**src/hw/rtl/stft_pkg.sv**
```systemverilog
// Package for the complex STFT spectrogram: shared types, constants and the twiddle table.
// It depends on nothing; stft_mac and the top level use it by scoped names.
package stft_pkg;

  localparam int TW_W = 17;
  localparam int SHIFT = 15;
  localparam logic [TW_W-1:0] ONE_Q15 = 17'd32768;

  localparam logic [1:0] REG_FRAME_LENGTH = 2'd0;
  localparam logic [1:0] REG_HOP_LENGTH   = 2'd1;
  localparam logic [1:0] REG_FFT_LOG2     = 2'd2;
  localparam logic [1:0] REG_TAPER_ENABLE = 2'd3;

  localparam logic CMD_PUSH = 1'b0;
  localparam logic CMD_LOAD = 1'b1;

  typedef struct packed {
    logic valid;
    logic first;
    logic last;
  } mac_ctrl_t;

  localparam logic [TW_W-1:0] QUARTER_COS [17] = '{
    17'd32768, 17'd32610, 17'd32138, 17'd31357, 17'd30274, 17'd28899, 17'd27246,
    17'd25330, 17'd23170, 17'd20788, 17'd18205, 17'd15447, 17'd12540, 17'd9512,
    17'd6393, 17'd3212, 17'd0
  };

  function automatic logic signed [TW_W-1:0] cos64(input logic [5:0] k);
    logic [6:0] kk;
    logic signed [TW_W-1:0] r;
    kk = {1'b0, k};
    if (kk <= 7'd16) begin
      r = QUARTER_COS[kk[4:0]];
    end else if (kk <= 7'd32) begin
      r = -QUARTER_COS[5'(7'd32 - kk)];
    end else if (kk <= 7'd48) begin
      r = -QUARTER_COS[5'(kk - 7'd32)];
    end else begin
      r = QUARTER_COS[5'(7'd64 - kk)];
    end
    return r;
  endfunction

  function automatic logic signed [TW_W-1:0] sin64(input logic [5:0] k);
    return cos64(k + 6'd48);
  endfunction

endpackage

```
**src/hw/rtl/stft_mac.sv**
```systemverilog
// Shared complex multiply-accumulate unit: a registered product stage and an accumulator.
// It depends on stft_pkg for the control struct and the twiddle width.
module stft_mac #(
  parameter int A_W   = 17,
  parameter int ACC_W = 42
) (
  input  logic                                clk_i,
  input  logic                                rst_ni,
  input  stft_pkg::mac_ctrl_t                 ctrl_i,
  input  logic signed [A_W-1:0]               a_re_i,
  input  logic signed [A_W-1:0]               a_im_i,
  input  logic signed [stft_pkg::TW_W-1:0]    c_i,
  input  logic signed [stft_pkg::TW_W-1:0]    s_i,
  output logic                                res_valid_o,
  output logic                                res_last_o,
  output logic signed [ACC_W-1:0]             acc_re_o,
  output logic signed [ACC_W-1:0]             acc_im_o
);

  localparam int P_W = A_W + stft_pkg::TW_W;

  logic signed [P_W-1:0] p_ac_q, p_bs_q, p_bc_q, p_as_q;
  stft_pkg::mac_ctrl_t   c1_q;
  logic                  v2_q, l2_q;
  logic signed [ACC_W-1:0] acc_re_q, acc_re_d, acc_im_q, acc_im_d;
  logic signed [P_W:0]   sum_re, sum_im;

  always_ff @(posedge clk_i) begin
    p_ac_q <= a_re_i * c_i;
    p_bs_q <= a_im_i * s_i;
    p_bc_q <= a_im_i * c_i;
    p_as_q <= a_re_i * s_i;
    acc_re_q <= acc_re_d;
    acc_im_q <= acc_im_d;
  end

  always_ff @(posedge clk_i or negedge rst_ni) begin
    if (!rst_ni) begin
      c1_q <= '0;
      v2_q <= 1'b0;
      l2_q <= 1'b0;
    end else begin
      c1_q <= ctrl_i;
      v2_q <= c1_q.valid;
      l2_q <= c1_q.last;
    end
  end

  always_comb begin
    sum_re = (P_W+1)'(p_ac_q) + (P_W+1)'(p_bs_q);
    sum_im = (P_W+1)'(p_bc_q) - (P_W+1)'(p_as_q);
    acc_re_d = acc_re_q;
    acc_im_d = acc_im_q;
    if (c1_q.valid) begin
      if (c1_q.first) begin
        acc_re_d = ACC_W'(sum_re);
        acc_im_d = ACC_W'(sum_im);
      end else begin
        acc_re_d = acc_re_q + ACC_W'(sum_re);
        acc_im_d = acc_im_q + ACC_W'(sum_im);
      end
    end
  end

  assign res_valid_o = v2_q;
  assign res_last_o  = l2_q;
  assign acc_re_o    = acc_re_q;
  assign acc_im_o    = acc_im_q;

endmodule

```
**config.mk**
```make
export PLATFORM = sky130hd
export DESIGN_NAME = stft_mac
export DESIGN_NICKNAME = d
export VERILOG_FILES = /design/src/hw/rtl/stft_pkg.sv /design/src/hw/rtl/stft_mac.sv
export SDC_FILE = /design/constraint.sdc
export NUM_CORES = 2
export LEC_CHECK = 0
export BUFFER_PORTS_ARGS = -buffer_cell sky130_fd_sc_hd__buf_4
export CAP_MARGIN = 20
export CORE_MARGIN = 2
export CORE_UTILIZATION = 60
export CTS_CLUSTER_DIAMETER = 150
export DETAILED_ROUTE_END_ITERATION = 10
export PLACE_DENSITY = 0.78
export SETUP_SLACK_MARGIN = 0.05
export SLEW_MARGIN = 0
export SYNTH_ARGS = -nofsm -noshare
export SYNTH_HDL_FRONTEND = slang
export SYNTH_SLANG_ARGS = --single-unit
```
**constraint.sdc**
```tcl
create_clock -name clk_i -period 5.1 [get_ports clk_i]
set_clock_uncertainty 0.2 [all_clocks]
set_input_delay 0.51 -clock clk_i [delete_from_list [all_inputs] [get_ports clk_i]]
set_output_delay 0.51 -clock clk_i [all_outputs]
set_load 0.05 [all_outputs]
```
# ---- Yosys cells after proc, flatten, opt, wreduce, memory -nomap -nowiden
# Index checks and enable logic that the tools add are counted.
dict set report totals {
  inputBits 73
  out_inout_bits 86
  ff_bits 225
}
dict set report op_classes {
  multipliers 4
  muxes 2
  n_addsub 4
}
# operator count
set ops {}
lappend ops {{$mul 17x17->34} 4}
lappend ops {{$add 42x35->42} 2}
lappend ops {{$mux 42} 2}
lappend ops {{$add 34x34->35} 1}
lappend ops {{$sub 34x34->35} 1}

# ---- Longest topological paths before layout
dict set report logic_depth {
  word_depth 3
  mapped_depth 26
}

# ---- Worst setup path before layout
# OpenSTA, ideal clock, no wires.
dict set report synth_path {
  path_type {input -> register}
  start {in s_i[8] (netlist bit)}
  end {reg p_bs_q[33]}
  arrival_time_ps 6332
  t_required_ps 4780
  stages 24
  path_slack_ps -1551
  setup_time_ps 120
  cell_sequence {clkbuf_1 clkbuf_1 nand2_1 fa_1 inv_1 fa_1 inv_1 fa_1 inv_1 fa_1 fa_1 inv_1 fa_1 inv_1 ha_1 and4_1 nand3_1 o31a_1 o21ai_1 nand4_1 a311oi_1 o21a_1 o21ai_0 a211o_1}
}
dict set report synth_via {
  elab_chain_cells 1
}
# item line
set synth_lines {}
lappend synth_lines {{start, declared} stft_mac.sv:13} ;# input logic signed [stft_pkg::TW_W-1:0] s_i,
lappend synth_lines {{$mul 17x17->34} stft_mac.sv:30} ;# p_bs_q <= a_im_i * s_i;
lappend synth_lines {{end signal, assigned} stft_mac.sv:30}
lappend synth_lines {{end, declared} stft_mac.sv:22} ;# logic signed [P_W-1:0] p_ac_q, p_bs_q, p_bc_q, p_as_q;
# Every way passes these cells.
# A chain may end at the register's enable or synchronous reset.

# ---- Worst setup path in the final report
dict set report layout_path {
  start {in a_re_i[2]}
  end {reg p_as_q[29]}
}
dict set report layout_via {
  elab_chain_cells 1
}
# item line
set layout_lines {}
lappend layout_lines {{start, declared} stft_mac.sv:10} ;# input logic signed [A_W-1:0] a_re_i,
lappend layout_lines {{$mul 17x17->34} stft_mac.sv:32} ;# p_as_q <= a_re_i * s_i;
lappend layout_lines {{end signal, assigned} stft_mac.sv:32}
lappend layout_lines {{end, declared} stft_mac.sv:22}
# Every way passes these cells.

==> metrics.md <==
| Metric | Value |
|---|---|
| Depth of the CTS H-tree | `1` |
| Die Area | `0.0973 sq mm` |
| Syn avg cell area | `9.22 sq um` |
| Multi-input gate area in the final layout | `0.0491 sq mm` |
| DP HPWL | `133000 um` |
| Post-synth EDFFs | `84` |
| Routed wire length | `182000 um` |
| CTS tree | `built` |
| GRT Total Usage | `34.8%` |
| Die Ht | `312 um` |
| Register bit total from synthesis | `225` |
| Storage cell area | `0.00539 sq mm` |
| Gr ovfl total | `0` |
| Routed vias | `48935` |
| Min-Delay Path Class | `in -> async` |
| Setup_tns | `-47.13 ns` |
| Placer Congestion | `0.964` |
| DRT antenna net count | `0` |
| Clock sinks | `225` |
| Fmax | `161 MHz` |
| Drt drc | `0` |
| RSZ-0062 raised after global routing | `true` |
| Worst Path Required | `5.44 ns` |
| WL/cell | `21.4 um` |
| Mapped Nets | `7924` |
| Die X | `312 um` |
| I/O pins | `159` |
| Worst-Margin Slew | `0.681 ns` |
| Worst setup SP type | `input port` |
| Total Nets Final | `8981` |
| Vias per cell | `5.74` |
| Fraction of registers with async set or reset after synthesis | `2.22%` |
| Initial Util | `60.8%` |
| Area growth, synth to finish | `29.1%` |
| Mapped Area | `0.0569 sq mm` |
| Pins Over Slew Limit | `0` |
| Largest net degree at the start of global routing | `58` |
| Final WS setup | `-1.10 ns` |
| Final setup fails | `84` |
| Root buffer cell | `clkbuf_16` |
| Share of cells above drive strength 1 | `27.4%` |
| Status | `complete, but fails checks` |
| Buffers added on ports | `158` |
| Final Hold Fails | `0` |
| Netlist cell types | `91` |
| # rows | `112` |
| Critical Path AT | `6.54 ns` |
| Yosys warning total | `0` |
| Max clock buf depth | `3` |
| Critical path class | `in -> reg` |
| TritonCTS Buffers | `29` |
| Post-synth top flop | `dfxtp_1` |
| Initial antenna violation count | `15` |
| Worst-skew pair later-pin latency | `0.61 ns` |
| Failing checks | `setup timing` |
| Fill cells | `5576` |
| Max Fanout on Critical Path | `16` |
| Post-Syn Instances | `6173` |
| Drt first-iter violations | `4581` |
| Core area | `0.0936 sq mm` |
| Vias in the first global route | `51284` |
| Sequential element share of the synthesized area | `9.44%` |
| Final Cycle Share | `122%` |
| Crit. End Element | `flip-flop` |
| Clock-pin slew on the worst setup and hold paths | `0.06 ns` |
| Maxcap violations | `0` |
| Final Critical Period | `6.20 ns` |
| First-pass GRT wire length | `268000 um` |
| Pre-antenna DRT Iters | `8` |
| Worst rel slew slack | `54.6%` |
area by class of cell:
class / count / share of cell area [%]
antenna: 11 / 0.0375
clock buffer: 41 / 1.17
clock inverter: 13 / 0.116
inverter: 1308 / 6.69
multi-input combinational: 4407 / 66.9
sequential: 225 / 7.34
tap: 1254 / 2.14
timing repair buffer: 1259 / 15.6
what timing repair did:
action,CTS,global route
gates cloned,9,9
endpoints found under the hold margin,8,0
hold buffers,4,0
resized for setup,380,534
setup buffers,82,96
pin swaps,221,394
endpoints found under the setup margin,105,125
synthesized netlist by cell type (12+ instances only):
| cell | n | area, sq um |
|---|---|---|
| a21o_1 | 136 | 1020 |
| ha_1 | 490 | 6130 |
| nor2_1 | 213 | 800 |
| nor3_1 | 28 | 140 |
| edfxtp_1 | 84 | 2520 |
| and3_1 | 26 | 163 |
| a211oi_1 | 21 | 158 |
| mux2_2 | 12 | 135 |
| nand4_1 | 20 | 125 |
| a21oi_1 | 240 | 1200 |
| o31ai_1 | 16 | 120 |
| nand3_1 | 37 | 185 |
| dfxtp_1 | 136 | 2720 |
| and2_1 | 591 | 3700 |
| or3_1 | 13 | 81.3 |
| fa_1 | 1188 | 23800 |
| clkbuf_1 | 225 | 845 |
| xnor2_1 | 184 | 1610 |
| nor2b_1 | 31 | 194 |
| o21ai_0 | 153 | 766 |
| nand2b_1 | 45 | 282 |
| nand2_1 | 631 | 2370 |
| o21a_1 | 42 | 315 |
| o21bai_1 | 35 | 263 |
| xor2_1 | 84 | 736 |
| a31oi_1 | 25 | 156 |
| inv_1 | 1306 | 4900 |
layer usage:
layer | GRT usage [%] | up-vias | share of wire, %
li1 | - | 20993 | -
met1 | 44.1 | 24135 | 36
met2 | 56.8 | 2853 | 45
met3 | 6.14 | 940 | 10
met4 | 19.6 | 14 | 8.5
met5 | 0 | - | 0.052
placed cells by master, fill, tap and decap left out, types with 41 or more instances in the layout:
cell	instances
dfxtp_1	122
inv_2	74
o21ai_0	90
fa_1	1123
buf_4	1015
a21oi_2	82
nand2b_1	44
and2_4	68
nor2_1	188
ha_1	405
a21o_1	135
and2_1	523
xnor2_1	159
a21oi_1	146
fa_2	65
buf_12	67
buf_6	111
inv_1	1232
edfxtp_1	84
xor2_1	70
ha_4	70
o21ai_1	41
nand2_1	591
kinds of logic (layout without fill, tap and decap cells):
group	Yosys count	after routing	synth area share, %
flip-flops	225	225	9.44
multiplexers	14	14	0.273
XOR/XNOR	268	268	4.12
adder cells (fa/ha/maj)	1678	1678	52.6
buffers and inverters	1541	2621	10.2
other	0	11	0
AO/OA/AOI/OAI	774	774	8.79
AND/OR/NAND/NOR	1673	1673	14.7
stage by stage:
step | hold WS, ns | setup slack (ns) | cell area [sq um] | instances | utilization, %
floorplan | 0.0144 | -1.19 | 58300 | 6173 | -
global placement | 0.111 | -1.72 | 67100 | 8282 | 71.7
detailed placement | 0.113 | -1.80 | 67100 | 8282 | 71.7
CTS | 0.0259 | -0.825 | 70500 | 8426 | 75.3
global route | 0.0669 | -1.16 | 73400 | 8508 | 78.4
finish | 0.0520 | -1.10 | 73500 | 8518 | 78.5
state kept, by name (all words and copies together) (netlist names):
register and cells:
acc_im_o 42, p_as_q 34, res_last_o 1, p_ac_q 34, acc_re_o 42, p_bs_q 34
res_valid_o 1, p_bc_q 34, c1_q 3
final timing paths:
check                      startpoint            to  cells after the start  slack, ns
max reg2reg                p_ac_q[14]  acc_re_o[41]                     21      -0.51
max                         a_re_i[2]    p_as_q[29]                     22      -1.10
min reg2reg                   c1_q[0]    res_last_o                      0       0.16
min in group clk_i            c1_q[0]    res_last_o                      0       0.16
min                            rst_ni   res_valid_o                      2       0.05
max in group asynchronous      rst_ni       c1_q[2]                      2       4.52
critical path, stage by stage:
cell and delay [ns]:
buf_4 0.26, buf_8 0.23, nand2_1 0.11, fa_1 0.52, fa_1 0.52, inv_1 0.07
fa_2 0.56, fa_1 0.44, fa_1 0.53, inv_1 0.07, fa_1 0.50, inv_2 0.05
ha_4 0.27, and3_4 0.20, nand4_1 0.14, o21ai_4 0.24, a311o_1 0.28, nand4_1 0.22
a21boi_1 0.22, nor2_2 0.07, xnor2_2 0.30, buf_6 0.20
Power is left out: the tool's default activity adds up to more than one toggle a clock period on the data nets, which glitch-free logic cannot reach.
