<file path="src/hw/rtl/stft_ram.sv">
// Generic single-port-write, single-port-read RAM with registered read data.
// It depends on nothing.
module stft_ram #(
  parameter int W = 16,
  parameter int D = 64
) (
  input  logic                 clk_i,
  input  logic                 we_i,
  input  logic [$clog2(D)-1:0] waddr_i,
  input  logic [W-1:0]         wdata_i,
  input  logic [$clog2(D)-1:0] raddr_i,
  output logic [W-1:0]         rdata_o
);

  logic [W-1:0] mem_q [D];
  logic [W-1:0] rdata_q;

  always_ff @(posedge clk_i) begin
    if (we_i) begin
      mem_q[waddr_i] <= wdata_i;
    end
    rdata_q <= mem_q[raddr_i];
  end

  assign rdata_o = rdata_q;

endmodule

</file>
<file path="config.mk">
export PLATFORM = sky130hd
export DESIGN_NAME = stft_ram
export DESIGN_NICKNAME = d
export VERILOG_FILES = /design/src/hw/rtl/stft_ram.sv
export SDC_FILE = /design/constraint.sdc
export NUM_CORES = 1
export LEC_CHECK = 0
export BUFFER_PORTS_ARGS = -buffer_cell sky130_fd_sc_hd__buf_2
export CAP_MARGIN = 20
export CORE_MARGIN = 3
export CORE_UTILIZATION = 29
export DETAILED_ROUTE_END_ITERATION = 6
export PLACE_DENSITY = 0.49
export SLEW_MARGIN = 20
export SYNTH_ARGS = -nofsm -noshare
export SYNTH_HDL_FRONTEND = slang
export SYNTH_SLANG_ARGS = --single-unit
</file>
<file path="constraint.sdc">
create_clock -name clk_i -period 6.5 [get_ports clk_i]
set_clock_uncertainty 0.15 [all_clocks]
set_input_delay 1.3 -clock clk_i [delete_from_list [all_inputs] [get_ports clk_i]]
set_output_delay 1.3 -clock clk_i [all_outputs]
set_load 0.02 [all_outputs]
</file>
After elaboration in Yosys (flattened, before gate mapping)
Memories as Yosys holds them, arrays and structs flattened. A register that Yosys moved wholly into a read port is not among the register bits.
Cells that the tools add are included.
W data, S select, Z words.
- output and inout port bits: 16
- bits of input ports: 30
- ROM bits: 0
- register bits after elaboration: 0
- latch bits: 0
- memories: 1
- bits in writable memories: 1024
- memory list (memory ; words ; bits a word ; read ports ; clocked after memory_dff ; write ports ; RTL line ; source):
    mem_q ; 64 ; 16 ; 1 ; 1 ; 1 ; 15 ; logic [W-1:0] mem_q [D];
- add/sub/neg operators: 0
- shift-type cells: 0
- multipliers: 0
- div/mod/pow operators: 0
- reductions and logical operators: 0
- bitwise operators: 0
- multiplexer cells: 2
- order comparisons: 0
- eq/ne operators: 0
- operator list (operator ; count):
    $mux W1 ; 2

Longest topological paths before layout
Gate-level depths: netlist of run 1.
- word-level depth: 2
- gate-level depth with buffers: 10
- depth with buffers taken out: 5

Worst setup path after synthesis of run 1
Ideal clock, no wire load.
- kind: input to register
- from: in waddr_i[3]
- to: mem mem_q[48][0], enable pin
- buffers on the path: 1
- data required time: 5.941 ns
- slack: 3.015 ns
- stages: 4
- data arrival time: 2.926 ns
- path through: clkbuf_1 > nor2b_1 > nand4b_1 > nor3_1
- RTL lines (what ; RTL line ; source):
    start, declared ; 9 ; input logic [$clog2(D)-1:0] waddr_i,
    end, declared ; 15 ;
Straight into the memory's write port.

==> results of run 1 <==
==> where the power goes <==
group	internal (uW)	switching, uW	leakage, uW
clock network	3600	2570	0.00175
registers	7430	39.8	0.00935
logic	242	462	0.00333
total	11300	3080	0.0144
==> synth_stat cells, types with 6 or more instances <==
| master | number | area (sq um) |
|---|---|---|
| nand2_1 | 59 | 221.5 |
| a221oi_1 | 16 | 140.1 |
| dfxtp_1 | 16 | 320.3 |
| clkbuf_1 | 24 | 90.09 |
| a221o_1 | 6 | 60.06 |
| nor2b_1 | 30 | 187.7 |
| a21oi_1 | 17 | 85.08 |
| nor2_1 | 72 | 270.3 |
| a211o_1 | 8 | 70.07 |
| nand3_1 | 24 | 120.1 |
| a211oi_1 | 8 | 60.06 |
| a31oi_1 | 8 | 50.05 |
| mux4_2 | 220 | 4955 |
| buf_6 | 17 | 191.4 |
| buf_2 | 36 | 180.2 |
| mux2_2 | 27 | 304.0 |
| buf_4 | 13 | 97.59 |
| a22oi_1 | 39 | 292.8 |
| a22o_1 | 6 | 52.55 |
| edfxtp_1 | 1024 | 30750 |
| nand4_1 | 12 | 75.07 |
| a311oi_1 | 8 | 70.07 |
| mux2i_1 | 85 | 850.8 |
==> per-stage QoR <==
| step | hold slack, ns | total power [uW] | utilization | worst slack (ns) |
|---|---|---|---|---|
| floorplan | 0.6003 | 7979 | - | 3.015 |
| global placement | 0.7067 | 8310 | 0.3126 | 1.721 |
| detailed placement | 0.7377 | 8323 | 0.3126 | 1.693 |
| CTS | 0.7521 | 14500 | 0.3388 | 2.428 |
| global route | 0.8052 | 14840 | 0.3390 | 2.252 |
| finish | 0.7492 | 14340 | 0.3392 | 2.433 |
==> critical path, stage by stage <==
cell	delay (ns)
buf_8	0.42
buf_16	0.34
buf_12	0.42
mux4_1	0.71
mux2_2	0.31
a21oi_1	0.73
nor4_2	0.09
==> registers in the layout, indices dropped and copies added (netlist names) <==
register / cells
mem_q: 1024
rdata_o: 16
==> metal layers <==
metal  GRT usage  share of wire  vias to the layer above
li1            -              -                     8011
met1      0.2036           0.44                    10120
met2      0.2208           0.45                      640
met3     0.03954          0.083                      164
met4     0.04516          0.027                        6
met5           0        0.00040                        -
==> cells by family (layout without fill, tap and decap cells) <==
group / Yosys count / count (layout) / synth area share
flops: 1040 / 1040 / 0.7759
mux: 336 / 336 / 0.1552
simple gates: 220 / 220 / 0.02647
compound gates: 129 / 129 / 0.02409
buf+inv: 104 / 352 / 0.01831
other cells: 0 / 9 / 0
==> layout make-up <==
type	count	area (sq um)
Antenna cell	9	22.52
Clock buffer	138	2983
Clock inverter	69	586.8
Fill cell	12630	90080
Multi-Input combinational cell	685	8274
Sequential cell	1040	31070
Tap cell	1781	2228
Timing Repair Buffer	145	1072
==> path summary, 6_finish.rpt <==
check / from / end / slack [ns] / cells past startpoint
max: raddr_i[0] / rdata_o[6] / 2.43 / 7
min: mem_q[39][15] / rdata_o[15] / 0.75 / 3
max reg2reg: mem_q[63][4] / rdata_o[4] / 4.01 / 4
min reg2reg: mem_q[39][15] / rdata_o[15] / 0.75 / 3
==> summary.txt, run 1 <==
drt wl/cell = 26.77 um
die area = 0.1426 sq mm
placed cells = 3650
CTS Hold Buffers Added = 0
post-synth net total = 1859
critical path class = input pin to flip-flop
post-route cell area = 0.04624 sq mm
# setup viols final = 0
DRC Markers = 0
Root Buffer = clkbuf_16
final wirelength = 103500 um
#FFs+latches synth = 1040
CTS tree = yes
layout cells sized above 1 = 0.2749
Initial Utilization = 0.2938
first-pass GRT wire length = 148000 um
crit-path max FO = 48
Setup TNS Final = 0 ns
Final Hold Viols = 0
vias after detailed routing = 18940
die width = 377.6 um
number of buffers created by CTS = 111
FFs w/ async S/R, synth = 0
non-filler cells in the finished layout = 3867
initial antenna violation count = 15
Post-Syn Area per Cell = 21.89 sq um
worst skew pair latency = 0.68 ns
most frequent cells in the layout = edfxtp_1, mux4_2, clkbuf_16
number of synthesized flops with an enable pin = 1024
Critical Path Sink Type = flip-flop
vias per cell = 4.897
clock slew at reported path FFs = 0.06 ns
largest net degree at the start of global routing = 83
worst slew pin tran = 1.119 ns
Synth Flop Type = edfxtp_1
area delta synth->final = 15.47%
CP Data Required Time = 6.88 ns
crit share post-route = 0.6256
Core Box Area = 0.1363 sq mm
Max-Cap Viols = 0
status = finished clean
post-synth cell types = 43
fmax = 0.2459 GHz
share of the yosys chip area belonging to registers = 0.7759
RSZ-0062 raised after global routing = no
dpl cell area = 0.04262 sq mm
leak pwr = 0.01443 uW
Ports = 46
ANT nets after route = 0
Warnings, synthesis = 0
commonest non-fill, non-tap cell in the layout = edfxtp_1
vias in the first global route = 19690
gr usage total = 0.1456
GRT overflow = 0
CTS sink cnt = 1040
row count = 135
post-synthesis instance area = 0.04004 sq mm
H-Tree Depth = 3
die height = 377.6 um
clk buf depth = 3
hpwl dp = 60210 um
Post-CTS Resized = 0
CP Launch Type = input pin
Final Critical Period = 4.067 ns
Slew HR = 0.2532
Peak VDD IR = 194.1 uV
Detailed Routing Iterations Pass 1 = 6
fin. max-slew vios = 0
PD cells = 310.2 mW/mm^2
# port buffers = 45
post-synthesis cell count = 1829
Final #Nets = 2013
CP Data Arrival Time = 4.44 ns
HP Class = flip-flop to flip-flop
routability cong. = 0.7781
DR iter-0 viols = 1713
Post-CTS Setup Bufs = 0
Note: power is estimated with default switching activity, not from simulation.
==> run 2, diff against run 1 <==
Clock period 6.5 ns to 4 ns, I/O delays scaled along.
==> summary.txt, run 2 (same netlist as run 1, synthesis figures left out) <==
initial antenna violation count = 16 (+1)
CP Data Arrival Time = 3.50 ns (-0.94 ns)
DR iter-0 viols = 2136 (+25%)
Core Box Area = 0.1363 sq mm (unchanged)
leak pwr = 0.01480 uW (+2.6%)
Setup crit start = raddr_i[1]
HP Class = input pin to flip-flop
Root Buffer = clkbuf_16
CP Data Required Time = 4.37 ns (-2.51 ns)
Tot Pwr = 23440 uW (+63%)
fin. max-slew vios = 0 (unchanged)
combinational power share = 0.052 (+0.003)
final wirelength = 104900 um (+1.3%)
Pint = 18550 uW (+65%)
Most flops, register = mem_q
Worst R2R Path Depth = 7 (+3)
drt wl/cell = 26.68 um (-0.34%)
worst skew pair latency = 0.67 ns (about the same)
number of flip-flops in the largest register = 1024 (unchanged)
Post-CTS Setup Bufs = 0 (unchanged)
switching portion of total power = 0.2086 (-0.005813)
slowest CP cell = a31oi_1
number of buffers created by CTS = 110 (-0.90%)
DRC Markers = 0 (unchanged)
die area = 0.1426 sq mm (unchanged)
NetSw = 4890 uW (+59%)
Peak VDD IR = 326.2 uV (+68%)
post-route cell area = 0.04687 sq mm (+1.4%)
gr usage total = 0.1470 (+0.001402)
Setup TNS Final = 0 ns (unchanged)
area delta synth->final = 17.05%
part of the power in the clock network = 0.431 (about the same)
CTS sink cnt = 1040 (unchanged)
Seq pwr share = 0.517 (-0.004)
critical path class = input pin to flip-flop
crit share post-route = 0.7833
Slew HR = 0.2186 (-0.03461)
fmax = 0.3191 GHz
CP Launch Type = input pin
ANT nets after route = 0 (unchanged)
vias in the first global route = 19830 (+0.75%)
routability cong. = 0.7703 (-1.0%)
die width = 377.6 um (unchanged)
Final #Nets = 2079 (+3.3%)
largest net degree at the start of global routing = 65 (-22%)
RSZ-0062 raised after global routing = no
dpl cell area = 0.04323 sq mm (+1.4%)
clk buf depth = 3 (unchanged)
Max-Cap Viols = 0 (unchanged)
Initial Utilization = 0.2938 (unchanged)
Detailed Routing Iterations Pass 1 = 5 (-1)
# port buffers = 45 (unchanged)
Worst R2R Setup Slack = 1.51 ns (-2.50 ns)
vias per cell = 4.931 (+0.68%)
CTS Hold Buffers Added = 0 (unchanged)
end point of the critical path = rdata_o[4]
RR Endpoint = rdata_o[4]
Critical Path Sink Type = flip-flop
PD cells = 500.1 mW/mm^2 (+61%)
most used cell, CP = buf_4
row count = 135 (unchanged)
Post-CTS Resized = 0 (unchanged)
vias after detailed routing = 19390 (+2.4%)
commonest non-fill, non-tap cell in the layout = edfxtp_1
crit-path max FO = 47 (-2.1%)
worst slew pin tran = 1.170 ns (+0.05072 ns)
layout cells sized above 1 = 0.2919 (+0.01700)
clock slew at reported path FFs = 0.06 ns (about the same)
CTS tree = yes
FILL cells = 12650 (+0.18%)
Final Hold Viols = 0 (unchanged)
Final Critical Period = 3.133 ns
hpwl dp = 65320 um (+8.5%)
Largest stage delay, worst path = 0.63 ns (-0.10 ns)
die height = 377.6 um (unchanged)
H-Tree Depth = 3 (unchanged)
GRT overflow = 0 (unchanged)
# setup viols final = 0 (unchanged)
most frequent cells in the layout = edfxtp_1, mux4_2, buf_4
status = finished clean
first-pass GRT wire length = 149400 um (+0.93%)
crit-path cells = buf_6 > buf_4 > mux4_2 > nor2b_1 > a211o_1 > a31oi_1 > buf_4 > a311oi_1
FF-to-FF Start = mem_q[21][4]
Ports = 46 (unchanged)
run 2: changes by cell type in the layout (fill, tap and decap cells not counted), moves of 3 or more:
cell / previous run / this run
clkinvlp_4: 6 / 3
nor2b_1: 26 / 30
buf_2: 42 / 37
buf_12: 4 / 14
bufinv_16: 9 / 13
clkinv_1: 22 / 28
nor2b_2: 4 / 0
buf_4: 95 / 158
clkinv_2: 27 / 20
run 2: final cells by class:
| cell class | count | area, sq um | area share |
|---|---|---|---|
| timing repair buffer | 212 | 1693 | 0.03612 |
| clock inverter | 66 | 635.6 | 0.01356 |
| antenna | 10 | 25.02 | 0.0005339 |
| tap | 1781 | 2228 | 0.04755 |
| sequential | 1040 | 31070 | 0.6629 |
| clock buffer | 138 | 2962 | 0.06319 |
| multi-input combinational | 685 | 8254 | 0.1761 |
run 2: stage by stage:
stage | utilization | instances | setup slack [ns] | hold WS (ns)
after global placement | 0.3171 | 3718 | 0.3077 | 0.6846
final | 0.3438 | 3932 | 0.8666 | 0.4782
after global routing | 0.3436 | 3922 | 0.8811 | 0.4687
after CTS | 0.3435 | 3922 | 1.040 | 0.4244
after floorplan | - | 1829 | 1.015 | 0.6003
after detailed placement | 0.3171 | 3718 | 0.3235 | 0.7092
run 2: routing by layer:
layer  vias to the layer above  track usage  share of wire  wire, um
met4                         6      0.04175          0.026      2776
li1                       8170            -              -         -
met2                       606       0.2317           0.47     49290
met3                       173      0.03713          0.073      7678
met5                         -            0        0.00030        31
met1                     10430       0.2014           0.43     45130
run 2: worst min-delay path by stage:
| stage | startpoint | slack [ns] | end | cells past startpoint |
|---|---|---|---|---|
| after floorplan | mem_q[62][10] | 0.60 | rdata_o[10] | 5 |
| final | waddr_i[2] | 0.48 | mem_q[48][5] | 2 |
| after global placement | mem_q[62][2] | 0.68 | rdata_o[2] | 5 |
| after CTS | raddr_i[4] | 0.42 | rdata_o[8] | 3 |
| after global routing | raddr_i[4] | 0.47 | rdata_o[7] | 3 |
| after detailed placement | mem_q[63][2] | 0.71 | rdata_o[2] | 5 |
run 2: power by group through the flow:
stage | logic, uW | registers (uW) | clock network [uW]
detailed placement | 1240 | 12300 | 0
CTS | 1250 | 12100 | 10400
global placement | 1230 | 12300 | 0
floorplan | 625 | 12300 | 0
finish | 1220 | 12100 | 10100
global route | 1300 | 12100 | 10800
run 2: worst max-delay path, delay by kind of cell:
kind,cells,cell delay [ns]
AO/OA/AOI/OAI,3,1.00
buffers and inverters,3,1.06
multiplexers,1,0.34
AND/OR/NAND/NOR,1,0.14
